## config.mk

```make
export PLATFORM = sky130hd
export DESIGN_NAME = lfu_cache_table_core
export DESIGN_NICKNAME = d
export VERILOG_FILES = /design/src/lfu_pkg.sv /design/src/lfu_cache_table_core.sv /design/src/lfu_ram.sv
export SDC_FILE = /design/constraint.sdc
export NUM_CORES = 2
export LEC_CHECK = 0
export BUFFER_PORTS_ARGS = -buffer_cell sky130_fd_sc_hd__buf_2
export CORE_MARGIN = 3
export CORE_UTILIZATION = 50
export DETAILED_ROUTE_END_ITERATION = 10
export PLACE_DENSITY = 0.64
export SYNTH_ARGS = -nofsm -noshare
export SYNTH_HDL_FRONTEND = slang
export SYNTH_SLANG_ARGS = --single-unit
```

## constraint.sdc

```tcl
create_clock -name clk -period 10.7 [get_ports clk]
set_input_delay 2.14 -clock clk [delete_from_list [all_inputs] [get_ports clk]]
set_output_delay 2.14 -clock clk [all_outputs]
set_load 0.05 [all_outputs]
```

## src/lfu_pkg.sv

```systemverilog
// shared constants for the lfu cache table
package lfu_pkg;

	// field widths of a request and a response
	localparam int KEY_W  = 32;
	localparam int DATA_W = 32;
	localparam int CAP_W  = 5;

	// default sizing of the table
	localparam int ENTRIES_DEF    = 16;
	localparam int COUNT_BITS_DEF = 16;

	// capacity register after reset
	localparam logic [CAP_W-1:0] CAP_RESET = 5'd16;

	// request kinds
	localparam logic KIND_GET = 1'b0;
	localparam logic KIND_PUT = 1'b1;

endpackage

```

## src/lfu_cache_table_core.sv

```systemverilog
// lfu cache table: key-value store with least-frequently-used replacement
//
// Each request (get or put, one per transfer on the s_ side) walks the table
// twice through one read port per ram: a scan pass that compares every entry
// against the key and keeps the running victim (lowest use count, oldest
// touch on ties) and the first free slot, then, when the request changes the
// table, a recency pass that rewrites the touch ranks of the entries; a get
// miss and a put with capacity zero skip that pass. The next request is taken
// once the response is registered, while the response waits for its
// transfer. Use counts saturate at 2^COUNT_BITS - 1. The capacity register
// is to be written only while no request is in flight; the block itself does
// not enforce this. Values above ENTRIES act as ENTRIES.
module lfu_cache_table_core #(
	parameter int ENTRIES    = lfu_pkg::ENTRIES_DEF,
	parameter int COUNT_BITS = lfu_pkg::COUNT_BITS_DEF
) (
	input  logic                                     clk,
	input  logic                                     arst_n,
	// capacity register
	input  logic                                     cfg_we,
	input  logic [lfu_pkg::CAP_W-1:0]                cfg_wdata,
	// request stream
	input  logic                                     s_tvalid,
	output logic                                     s_tready,
	input  logic [lfu_pkg::KEY_W+lfu_pkg::DATA_W-1:0] s_tdata,  // req_key, req_data
	input  logic                                     s_tuser,  // kind
	// response stream
	output logic                                     m_tvalid,
	input  logic                                     m_tready,
	output logic [lfu_pkg::DATA_W+lfu_pkg::KEY_W-1:0] m_tdata,  // read_data, evicted_key
	output logic [1:0]                               m_tuser   // hit, evicted
);

	import lfu_pkg::*;

	localparam int IDX_W  = (ENTRIES > 1) ? $clog2(ENTRIES) : 1;
	localparam int PTR_W  = $clog2(ENTRIES + 1);
	localparam int OCC_W  = PTR_W;
	localparam int ENT_W  = KEY_W + DATA_W + COUNT_BITS;
	localparam int CAPX_W = (OCC_W > CAP_W) ? OCC_W : CAP_W;

	localparam logic [PTR_W-1:0]      PTR_END   = PTR_W'(ENTRIES);
	localparam logic [CAPX_W-1:0]     CAP_MAX   = CAPX_W'(ENTRIES);
	localparam logic [COUNT_BITS-1:0] COUNT_ONE = COUNT_BITS'(1);
	localparam logic [COUNT_BITS-1:0] COUNT_TOP = {COUNT_BITS{1'b1}};

	// sequencer codes
	localparam logic [2:0] ST_IDLE   = 3'd0;
	localparam logic [2:0] ST_SCAN   = 3'd1;
	localparam logic [2:0] ST_DECIDE = 3'd2;
	localparam logic [2:0] ST_UPDATE = 3'd3;
	localparam logic [2:0] ST_FINISH = 3'd4;

	logic [2:0]         state_q;
	logic [PTR_W-1:0]   ptr_q;
	logic               rd_vld_s1;
	logic [IDX_W-1:0]   rd_idx_s1;
	logic [CAP_W-1:0]   cap_q;
	logic [OCC_W-1:0]   occ_q;
	logic [ENTRIES-1:0] valid_q;

	// request being served
	logic              kind_q;
	logic [KEY_W-1:0]  key_q;
	logic [DATA_W-1:0] data_q;

	// scan results
	logic                  match_q;
	logic [IDX_W-1:0]      sidx_q;
	logic [DATA_W-1:0]     sdata_q;
	logic [COUNT_BITS-1:0] scnt_q;
	logic [IDX_W-1:0]      srec_q;
	logic                  vic_q;
	logic [IDX_W-1:0]      vidx_q;
	logic [KEY_W-1:0]      vkey_q;
	logic [COUNT_BITS-1:0] vcnt_q;
	logic [IDX_W-1:0]      vrec_q;
	logic                  free_q;
	logic [IDX_W-1:0]      fidx_q;

	// recency pass control
	logic [IDX_W-1:0] tgt_q;
	logic [IDX_W-1:0] old_q;
	logic             inc_all_q;

	// response
	logic              res_hit_q;
	logic [DATA_W-1:0] res_rd_q;
	logic              res_ev_q;
	logic [KEY_W-1:0]  res_evk_q;
	logic              m_tvalid_q;
	logic              out_hit_q;
	logic [DATA_W-1:0] out_rd_q;
	logic              out_ev_q;
	logic [KEY_W-1:0]  out_evk_q;

	// ram ports
	logic              ent_we;
	logic [IDX_W-1:0]  ent_waddr;
	logic [ENT_W-1:0]  ent_wdata;
	logic [ENT_W-1:0]  ent_rdata;
	logic              rec_we;
	logic [IDX_W-1:0]  rec_wdata;
	logic [IDX_W-1:0]  rec_rdata;
	logic [IDX_W-1:0]  rd_addr;

	// entry under compare
	logic                  cur_valid;
	logic [KEY_W-1:0]      cur_key;
	logic [DATA_W-1:0]     cur_data;
	logic [COUNT_BITS-1:0] cur_cnt;
	logic                  issue;
	logic                  pass_done;
	logic                  scan_hit;
	logic                  scan_vic;
	logic                  scan_free;

	// decision
	logic [CAPX_W-1:0]     cap_ext;
	logic [CAPX_W-1:0]     cap_eff;
	logic                  full;
	logic                  put_ok;
	logic                  upd;
	logic                  evict;
	logic                  ins_free;
	logic [COUNT_BITS-1:0] new_cnt;
	logic [DATA_W-1:0]     new_data;
	logic [IDX_W-1:0]      new_tgt;

	assign rd_addr   = ptr_q[IDX_W-1:0];
	assign issue     = ((state_q == ST_SCAN) || (state_q == ST_UPDATE)) && (ptr_q != PTR_END);
	assign pass_done = (ptr_q == PTR_END) && !rd_vld_s1;

	// field split of the entry word
	assign cur_valid = valid_q[rd_idx_s1];
	assign cur_key   = ent_rdata[KEY_W-1:0];
	assign cur_data  = ent_rdata[KEY_W+DATA_W-1:KEY_W];
	assign cur_cnt   = ent_rdata[ENT_W-1:KEY_W+DATA_W];

	// per-entry compare during the scan pass
	assign scan_hit  = (state_q == ST_SCAN) && rd_vld_s1 && cur_valid && !match_q
		&& (cur_key == key_q);
	assign scan_vic  = (state_q == ST_SCAN) && rd_vld_s1 && cur_valid
		&& (!vic_q || (cur_cnt < vcnt_q) || ((cur_cnt == vcnt_q) && (rec_rdata > vrec_q)));
	assign scan_free = (state_q == ST_SCAN) && rd_vld_s1 && !cur_valid && !free_q;

	// what the request does to the table
	assign cap_ext  = CAPX_W'(cap_q);
	assign cap_eff  = (cap_ext > CAP_MAX) ? CAP_MAX : cap_ext;
	assign full     = CAPX_W'(occ_q) >= cap_eff;
	assign put_ok   = (kind_q == KIND_PUT) && (cap_eff != '0);
	assign upd      = (match_q && (kind_q == KIND_GET)) || put_ok;
	assign evict    = put_ok && !match_q && full;
	assign ins_free = put_ok && !match_q && !full;
	assign new_cnt  = !match_q ? COUNT_ONE
		: ((scnt_q == COUNT_TOP) ? scnt_q : scnt_q + COUNT_ONE);
	assign new_data = (kind_q == KIND_PUT) ? data_q : sdata_q;
	assign new_tgt  = match_q ? sidx_q : (full ? vidx_q : fidx_q);

	// entry write once the decision is made
	assign ent_we    = (state_q == ST_DECIDE) && upd;
	assign ent_waddr = new_tgt;
	assign ent_wdata = {new_cnt, new_data, key_q};

	// recency rewrite: the touched entry goes to zero, younger ones age by one
	assign rec_we    = (state_q == ST_UPDATE) && rd_vld_s1
		&& ((rd_idx_s1 == tgt_q) || (cur_valid && (inc_all_q || (rec_rdata < old_q))));
	assign rec_wdata = (rd_idx_s1 == tgt_q) ? '0 : rec_rdata + 1'b1;

	lfu_ram #(
		.WIDTH (ENT_W),
		.DEPTH (ENTRIES)
	) u_ent_ram (
		.clk   (clk),
		.we    (ent_we),
		.waddr (ent_waddr),
		.wdata (ent_wdata),
		.raddr (rd_addr),
		.rdata (ent_rdata)
	);

	lfu_ram #(
		.WIDTH (IDX_W),
		.DEPTH (ENTRIES)
	) u_rec_ram (
		.clk   (clk),
		.we    (rec_we),
		.waddr (rd_idx_s1),
		.wdata (rec_wdata),
		.raddr (rd_addr),
		.rdata (rec_rdata)
	);

	// capacity register
	always_ff @(posedge clk or negedge arst_n) begin
		if (!arst_n) begin
			cap_q <= CAP_RESET;
		end else if (cfg_we) begin
			cap_q <= cfg_wdata;
		end
	end

	// read pipeline tag
	always_ff @(posedge clk or negedge arst_n) begin
		if (!arst_n) begin
			rd_vld_s1 <= 1'b0;
		end else begin
			rd_vld_s1 <= issue;
		end
	end

	always_ff @(posedge clk) begin
		rd_idx_s1 <= rd_addr;
	end

	// sequencer and table state
	always_ff @(posedge clk or negedge arst_n) begin
		if (!arst_n) begin
			state_q    <= ST_IDLE;
			ptr_q      <= '0;
			occ_q      <= '0;
			valid_q    <= '0;
			match_q    <= 1'b0;
			vic_q      <= 1'b0;
			free_q     <= 1'b0;
			m_tvalid_q <= 1'b0;
		end else begin
			// response valid: raised by the finish step, dropped on its transfer
			if ((state_q == ST_FINISH) && (!m_tvalid_q || m_tready)) begin
				m_tvalid_q <= 1'b1;
			end else if (m_tvalid_q && m_tready) begin
				m_tvalid_q <= 1'b0;
			end
			case (state_q)
				ST_IDLE: begin
					if (s_tvalid) begin
						ptr_q   <= '0;
						match_q <= 1'b0;
						vic_q   <= 1'b0;
						free_q  <= 1'b0;
						state_q <= ST_SCAN;
					end
				end
				ST_SCAN: begin
					if (issue) begin
						ptr_q <= ptr_q + 1'b1;
					end
					if (scan_hit) begin
						match_q <= 1'b1;
					end
					if (scan_vic) begin
						vic_q <= 1'b1;
					end
					if (scan_free) begin
						free_q <= 1'b1;
					end
					if (pass_done) begin
						state_q <= ST_DECIDE;
					end
				end
				ST_DECIDE: begin
					if (ins_free) begin
						valid_q[fidx_q] <= 1'b1;
						occ_q           <= occ_q + 1'b1;
					end
					ptr_q   <= '0;
					state_q <= upd ? ST_UPDATE : ST_FINISH;
				end
				ST_UPDATE: begin
					if (issue) begin
						ptr_q <= ptr_q + 1'b1;
					end
					if (pass_done) begin
						state_q <= ST_FINISH;
					end
				end
				ST_FINISH: begin
					if (!m_tvalid_q || m_tready) begin
						state_q <= ST_IDLE;
					end
				end
				default: begin
					state_q <= ST_IDLE;
				end
			endcase
		end
	end

	// payload registers
	always_ff @(posedge clk) begin
		if ((state_q == ST_IDLE) && s_tvalid) begin
			kind_q <= s_tuser;
			key_q  <= s_tdata[KEY_W-1:0];
			data_q <= s_tdata[KEY_W+DATA_W-1:KEY_W];
		end
		if (scan_hit) begin
			sidx_q  <= rd_idx_s1;
			sdata_q <= cur_data;
			scnt_q  <= cur_cnt;
			srec_q  <= rec_rdata;
		end
		if (scan_vic) begin
			vidx_q <= rd_idx_s1;
			vkey_q <= cur_key;
			vcnt_q <= cur_cnt;
			vrec_q <= rec_rdata;
		end
		if (scan_free) begin
			fidx_q <= rd_idx_s1;
		end
		if (state_q == ST_DECIDE) begin
			tgt_q     <= new_tgt;
			old_q     <= match_q ? srec_q : vrec_q;
			inc_all_q <= ins_free;
			res_hit_q <= match_q;
			res_rd_q  <= (match_q && (kind_q == KIND_GET)) ? sdata_q : '0;
			res_ev_q  <= evict;
			res_evk_q <= evict ? vkey_q : '0;
		end
		if ((state_q == ST_FINISH) && (!m_tvalid_q || m_tready)) begin
			out_hit_q <= res_hit_q;
			out_rd_q  <= res_rd_q;
			out_ev_q  <= res_ev_q;
			out_evk_q <= res_evk_q;
		end
	end

	assign s_tready = (state_q == ST_IDLE);
	assign m_tvalid = m_tvalid_q;
	assign m_tdata  = {out_evk_q, out_rd_q};
	assign m_tuser  = {out_ev_q, out_hit_q};

	// occupancy tracks the number of valid entries
	a_occ_matches_valid: assert property (@(posedge clk) disable iff (!arst_n)
		$countones(valid_q) == int'(occ_q))
		else $error("occupancy out of step with valid entries");

	// occupancy never exceeds the table size
	a_occ_bound: assert property (@(posedge clk) disable iff (!arst_n)
		int'(occ_q) <= ENTRIES)
		else $error("occupancy above table size");

	// a response appears only after the finish step
	a_resp_from_finish: assert property (@(posedge clk) disable iff (!arst_n)
		$rose(m_tvalid_q) |-> $past(state_q == ST_FINISH))
		else $error("response raised outside finish");

	// an eviction never goes with a hit
	a_evict_no_hit: assert property (@(posedge clk) disable iff (!arst_n)
		(m_tvalid_q && out_ev_q) |-> !out_hit_q)
		else $error("eviction reported on a hit");

	// a free-slot insert grows occupancy by one
	a_insert_grows: assert property (@(posedge clk) disable iff (!arst_n)
		((state_q == ST_DECIDE) && ins_free) |=> (occ_q == $past(occ_q) + 1'b1))
		else $error("insert did not grow occupancy");

endmodule

```

## src/lfu_ram.sv

```systemverilog
// generic simple dual-port ram with registered read
module lfu_ram #(
	parameter int WIDTH = 32,
	parameter int DEPTH = 16
) (
	input  logic                                   clk,
	input  logic                                   we,
	input  logic [((DEPTH > 1) ? $clog2(DEPTH) : 1)-1:0] waddr,
	input  logic [WIDTH-1:0]                       wdata,
	input  logic [((DEPTH > 1) ? $clog2(DEPTH) : 1)-1:0] raddr,
	output logic [WIDTH-1:0]                       rdata
);

	logic [WIDTH-1:0] mem_q [DEPTH];

	// one write and one registered read per cycle
	always_ff @(posedge clk) begin
		if (we) begin
			mem_q[waddr] <= wdata;
		end
		rdata <= mem_q[raddr];
	end

endmodule

```

==> impl_metrics.py <==
metrics = {
    "outcome": {
        "status": "complete, no violations",
    },
    "floorplanning": {
        "die_w_um": 371,
        "die_h_um": 371,
        "rows": 133,
        "ios": 143,
        "die_area_mm2": 0.138,
        "start_util": 0.505,
        "coreArea_mm2": 0.132,
    },
    "routing": {
        "wirelength_um": 144000,
        "via_per_inst": 5.97,
        "vias": 30000,
        "drt_iter0_drc": 3381,
        "drc": 0,
        "wl_per_cell_um": 28.7,
        "final_antenna_net_count": 0,
        "drtPass1Iterations": 5,
    },
    "layout": {
        "final_cell_area_mm2": 0.0755,
        "n_fill_cell": 9401,
        "stdcell_count": 5022,
        "syn_to_final_growth_pct": 13.2,
        "drive_gt1_frac": 0.300,
        "final-seq-area_mm2": 0.0528,
        "multi_input_area_mm2": 0.0131,
        "nNetsFinal": 3221,
    },
    "critical_path": {
        "start_kind": "flip-flop",
        "r2r_cells": 9,
        "max_stage_delay_ns": 1.08,
        "critical_path_class": "flip-flop to flip-flop",
        "cp_top_family": "simple AND/OR/NAND/NOR gates",
        "worstPathMaxFanout": 48,
        "crit_chain": "nor2b_1, ha_1, nand2b_1, a21oi_1, o21a_1, o311ai_1, nand2b_1, nor2_4, buf_4",
        "required_ns": 11.10,
        "rrSetupSlack_ns": 5.78,
        "crit_top_cell": "nand2b_1",
        "timing.rr.start": "cap_ext[4]",
        "critPathBufInv": 1,
        "cp-end-kind": "flip-flop",
        "rr_endpoint": "u_ent_ram.mem_q[2][48]",
        "arrival_ns": 5.32,
        "cp_slowest_cell": "nor2_4",
    },
    "sta": {
        "max_freq_ghz": 0.203,
        "fin_worst_skew_ns": 0.0321,
        "worst-slew-pin-transition_ns": 1.41,
        "timing.final.crit_period_ns": 4.92,
        "setup_violations": 0,
        "slew_headroom": 0.0543,
        "post-route-period-util": 0.460,
        "rsz0062_at_grt": "false",
        "fin_setup_tns_ns": 0,
        "hold_violations": 0,
        "slew_violations": 0,
    },
    "placement": {
        "portBuffers": 142,
        "gp_congestion": 0.794,
        "dp.final_hpwl_um": 77500,
        "dp.cells": 4690,
        "placed_area_mm2": 0.0694,
    },
    "clock_network": {
        "cts_tree": "done",
        "root_buffer": "clkbuf_16",
        "cts_setup_buffers": 0,
        "cts_hold_buf": 0,
        "cts_buffer_depth": 3,
        "ctsResizeCount": 0,
        "clock_latency_ns": 0.80,
        "clkTransAtPathRegs_ns": 0.06,
        "numClockSinks": 1793,
        "numCtsBuffers": 176,
        "htreeDepth": 4,
    },
    "synthesis": {
        "synth_area_mm2": 0.0666,
        "ys_seq_area_frac": 0.792,
        "ys_ff_latch": 1793,
        "synth_nets": 2965,
        "yosysWarnings": 0,
        "synth_ff_type": "edfxtp_1",
        "syn_inst": 2857,
        "synthArstFlopShare": 0.0218,
        "synth.distinct_cells": 70,
        "synth.avg_cell_area_um2": 23.3,
        "synth-edff-count": 1666,
    },
    "global_routing": {
        "grt_start_max_net_pins": 106,
        "use_met2": 0.334,
        "use_met1": 0.312,
        "grt_pass1_vias": 31100,
        "antenna_found_initial": 5,
        "busiest_layer": "met2",
        "grt_util_met3": 0.0427,
        "grt_overflow_total": 0,
        "grt_use_total": 0.213,
        "grt_pass1_wl_um": 212000,
    },
    "run": {
        "drv_cap": 0,
    },
    "min_path": {
        "worstHoldStart": "u_ent_ram.rdata[46]",
        "whs_endpoint": "sdata_q[14]",
        "holdPathStages": 0,
        "hold_path.class": "flip-flop to flip-flop",
    },
    "pwr": {
        "ir_drop_mv": 0.194,
        "leakage_nw": 23.8,
        "powerDensity_mw_per_mm2": 246,
    },
}
[synth_stat cells, types with 4 or more instances]
| cell | number | area [um^2] |
|---|---|---|
| inv_1 | 36 | 135 |
| clkbuf_1 | 59 | 221 |
| mux2_2 | 39 | 439 |
| a31oi_1 | 6 | 37.5 |
| a21oi_1 | 16 | 80.1 |
| xnor2_1 | 25 | 219 |
| nor2_1 | 53 | 199 |
| nand3_1 | 12 | 60.1 |
| buf_6 | 37 | 417 |
| nor4_1 | 9 | 56.3 |
| dfxtp_1 | 88 | 1760 |
| nand4_1 | 10 | 62.6 |
| nand2_1 | 41 | 154 |
| nor2b_1 | 11 | 68.8 |
| dfrtp_1 | 38 | 951 |
| nand2b_1 | 10 | 62.6 |
| a31o_1 | 5 | 43.8 |
| buf_2 | 9 | 45.0 |
| edfxtp_1 | 1666 | 50000 |
| mux4_2 | 424 | 9550 |
| o21bai_1 | 6 | 45.0 |
| xor2_1 | 25 | 219 |
| o21a_1 | 4 | 30.0 |
| nor3_1 | 28 | 140 |
| ha_1 | 33 | 413 |
| buf_1 | 13 | 48.8 |
| a41o_1 | 4 | 40.0 |
| and2_1 | 64 | 400 |
| o21ai_0 | 22 | 110 |
| mux2i_1 | 6 | 60.1 |
[how the worst max path moves through the flow]
stage                     from  depth (start not counted)                      to  slack [ns]
floorplan           cap_ext[4]                          9   u_ent_ram.mem_q[4][0]        4.88
global placement    cap_ext[4]                          9  u_ent_ram.mem_q[2][44]        5.96
detailed placement  cap_ext[4]                          9  u_ent_ram.mem_q[2][42]        5.77
CTS                 cap_ext[4]                          9  u_ent_ram.mem_q[2][48]        5.76
global route        cap_ext[4]                          9  u_ent_ram.mem_q[2][48]        5.54
finish              cap_ext[4]                          9  u_ent_ram.mem_q[2][48]        5.78
[cells in the final DEF, fill, tap and decap left out, drive strengths merged, types with 12 or more instances in the layout]
cell	count
xnor2	25
bufinv	20
dfxtp	88
dfrtp	38
nand3	12
nand2	41
and2	64
edfxtp	1666
clkinv	56
xor2	25
mux4	424
nor2	55
inv	44
ha	33
clkbuf	242
a21oi	18
nor3	29
o21ai	25
mux2	41
buf	198
[worst reg2reg max path, stage by stage (launching register included)]
cell and delay (ns):
dfstp_2 0.56, nor2b_1 0.06, ha_1 0.27, nand2b_1 0.12, a21oi_1 0.14, o21a_1 0.25
o311ai_1 0.59, nand2b_1 0.44, nor2_4 1.08, buf_4 0.94
[power breakdown]
| group | total (W) | internal [W] | switching [W] |
|---|---|---|---|
| registers | 0.00893 | 0.00843 | 0.000500 |
| logic | 0.00325 | 0.00152 | 0.00173 |
| clock network | 0.00635 | 0.00376 | 0.00259 |
[final cells by class]
type	count	area share
Antenna cell	2	0.0000663
Clock buffer	242	0.0661
Clock inverter	88	0.0139
Inverter	37	0.00191
Multi-Input combinational cell	907	0.174
Sequential cell	1793	0.699
Tap cell	1755	0.0291
Timing Repair Buffer	198	0.0155
[logic make-up (layout without fill, tap and decap cells)]
group | Yosys count | after routing | share of synthesized area
AO/OA/AOI/OAI | 89 | 89 | 0.00901
XOR/XNOR | 50 | 50 | 0.00657
adder cells (fa/ha/maj) | 33 | 33 | 0.00620
buffers and inverters | 157 | 565 | 0.0133
flip-flops | 1793 | 1793 | 0.792
multiplexers | 472 | 472 | 0.152
other | 0 | 2 | 0
AND/OR/NAND/NOR | 263 | 263 | 0.0215
[layer usage]
layer | wire [um] | part of all wire | vias up
li1 | - | - | 12500
met1 | 61400 | 0.43 | 16200
met2 | 69400 | 0.48 | 1115
met3 | 10500 | 0.073 | 192
met4 | 2660 | 0.018 | 4
met5 | 21 | 0.00015 | -
[stage by stage]
| step | hold slack [ns] | setup WS (ns) | util | power, W |
|---|---|---|---|---|
| 2_1_floorplan | 0.345 | 4.88 | - | 0.0114 |
| 3_3_place_gp | 0.393 | 5.96 | 0.526 | 0.0123 |
| 3_5_place_dp | 0.390 | 5.77 | 0.526 | 0.0124 |
| 4_1_cts | 0.400 | 5.76 | 0.572 | 0.0187 |
| 5_1_grt | 0.412 | 5.54 | 0.572 | 0.0193 |
| 6_report | 0.396 | 5.78 | 0.572 | 0.0185 |
[state kept, by name (all words and copies together) (netlist names), 32 cells and up]
signal,cells
key_q,32
data_q,32
u_ent_ram.mem_q,1280
res_evk_q,32
out_evk_q,32
sdata_q,32
out_rd_q,32
vkey_q,32
u_rec_ram.mem_q,64
res_rd_q,32
u_ent_ram.rdata,80
Note: power is estimated with default switching activity, not from simulation.
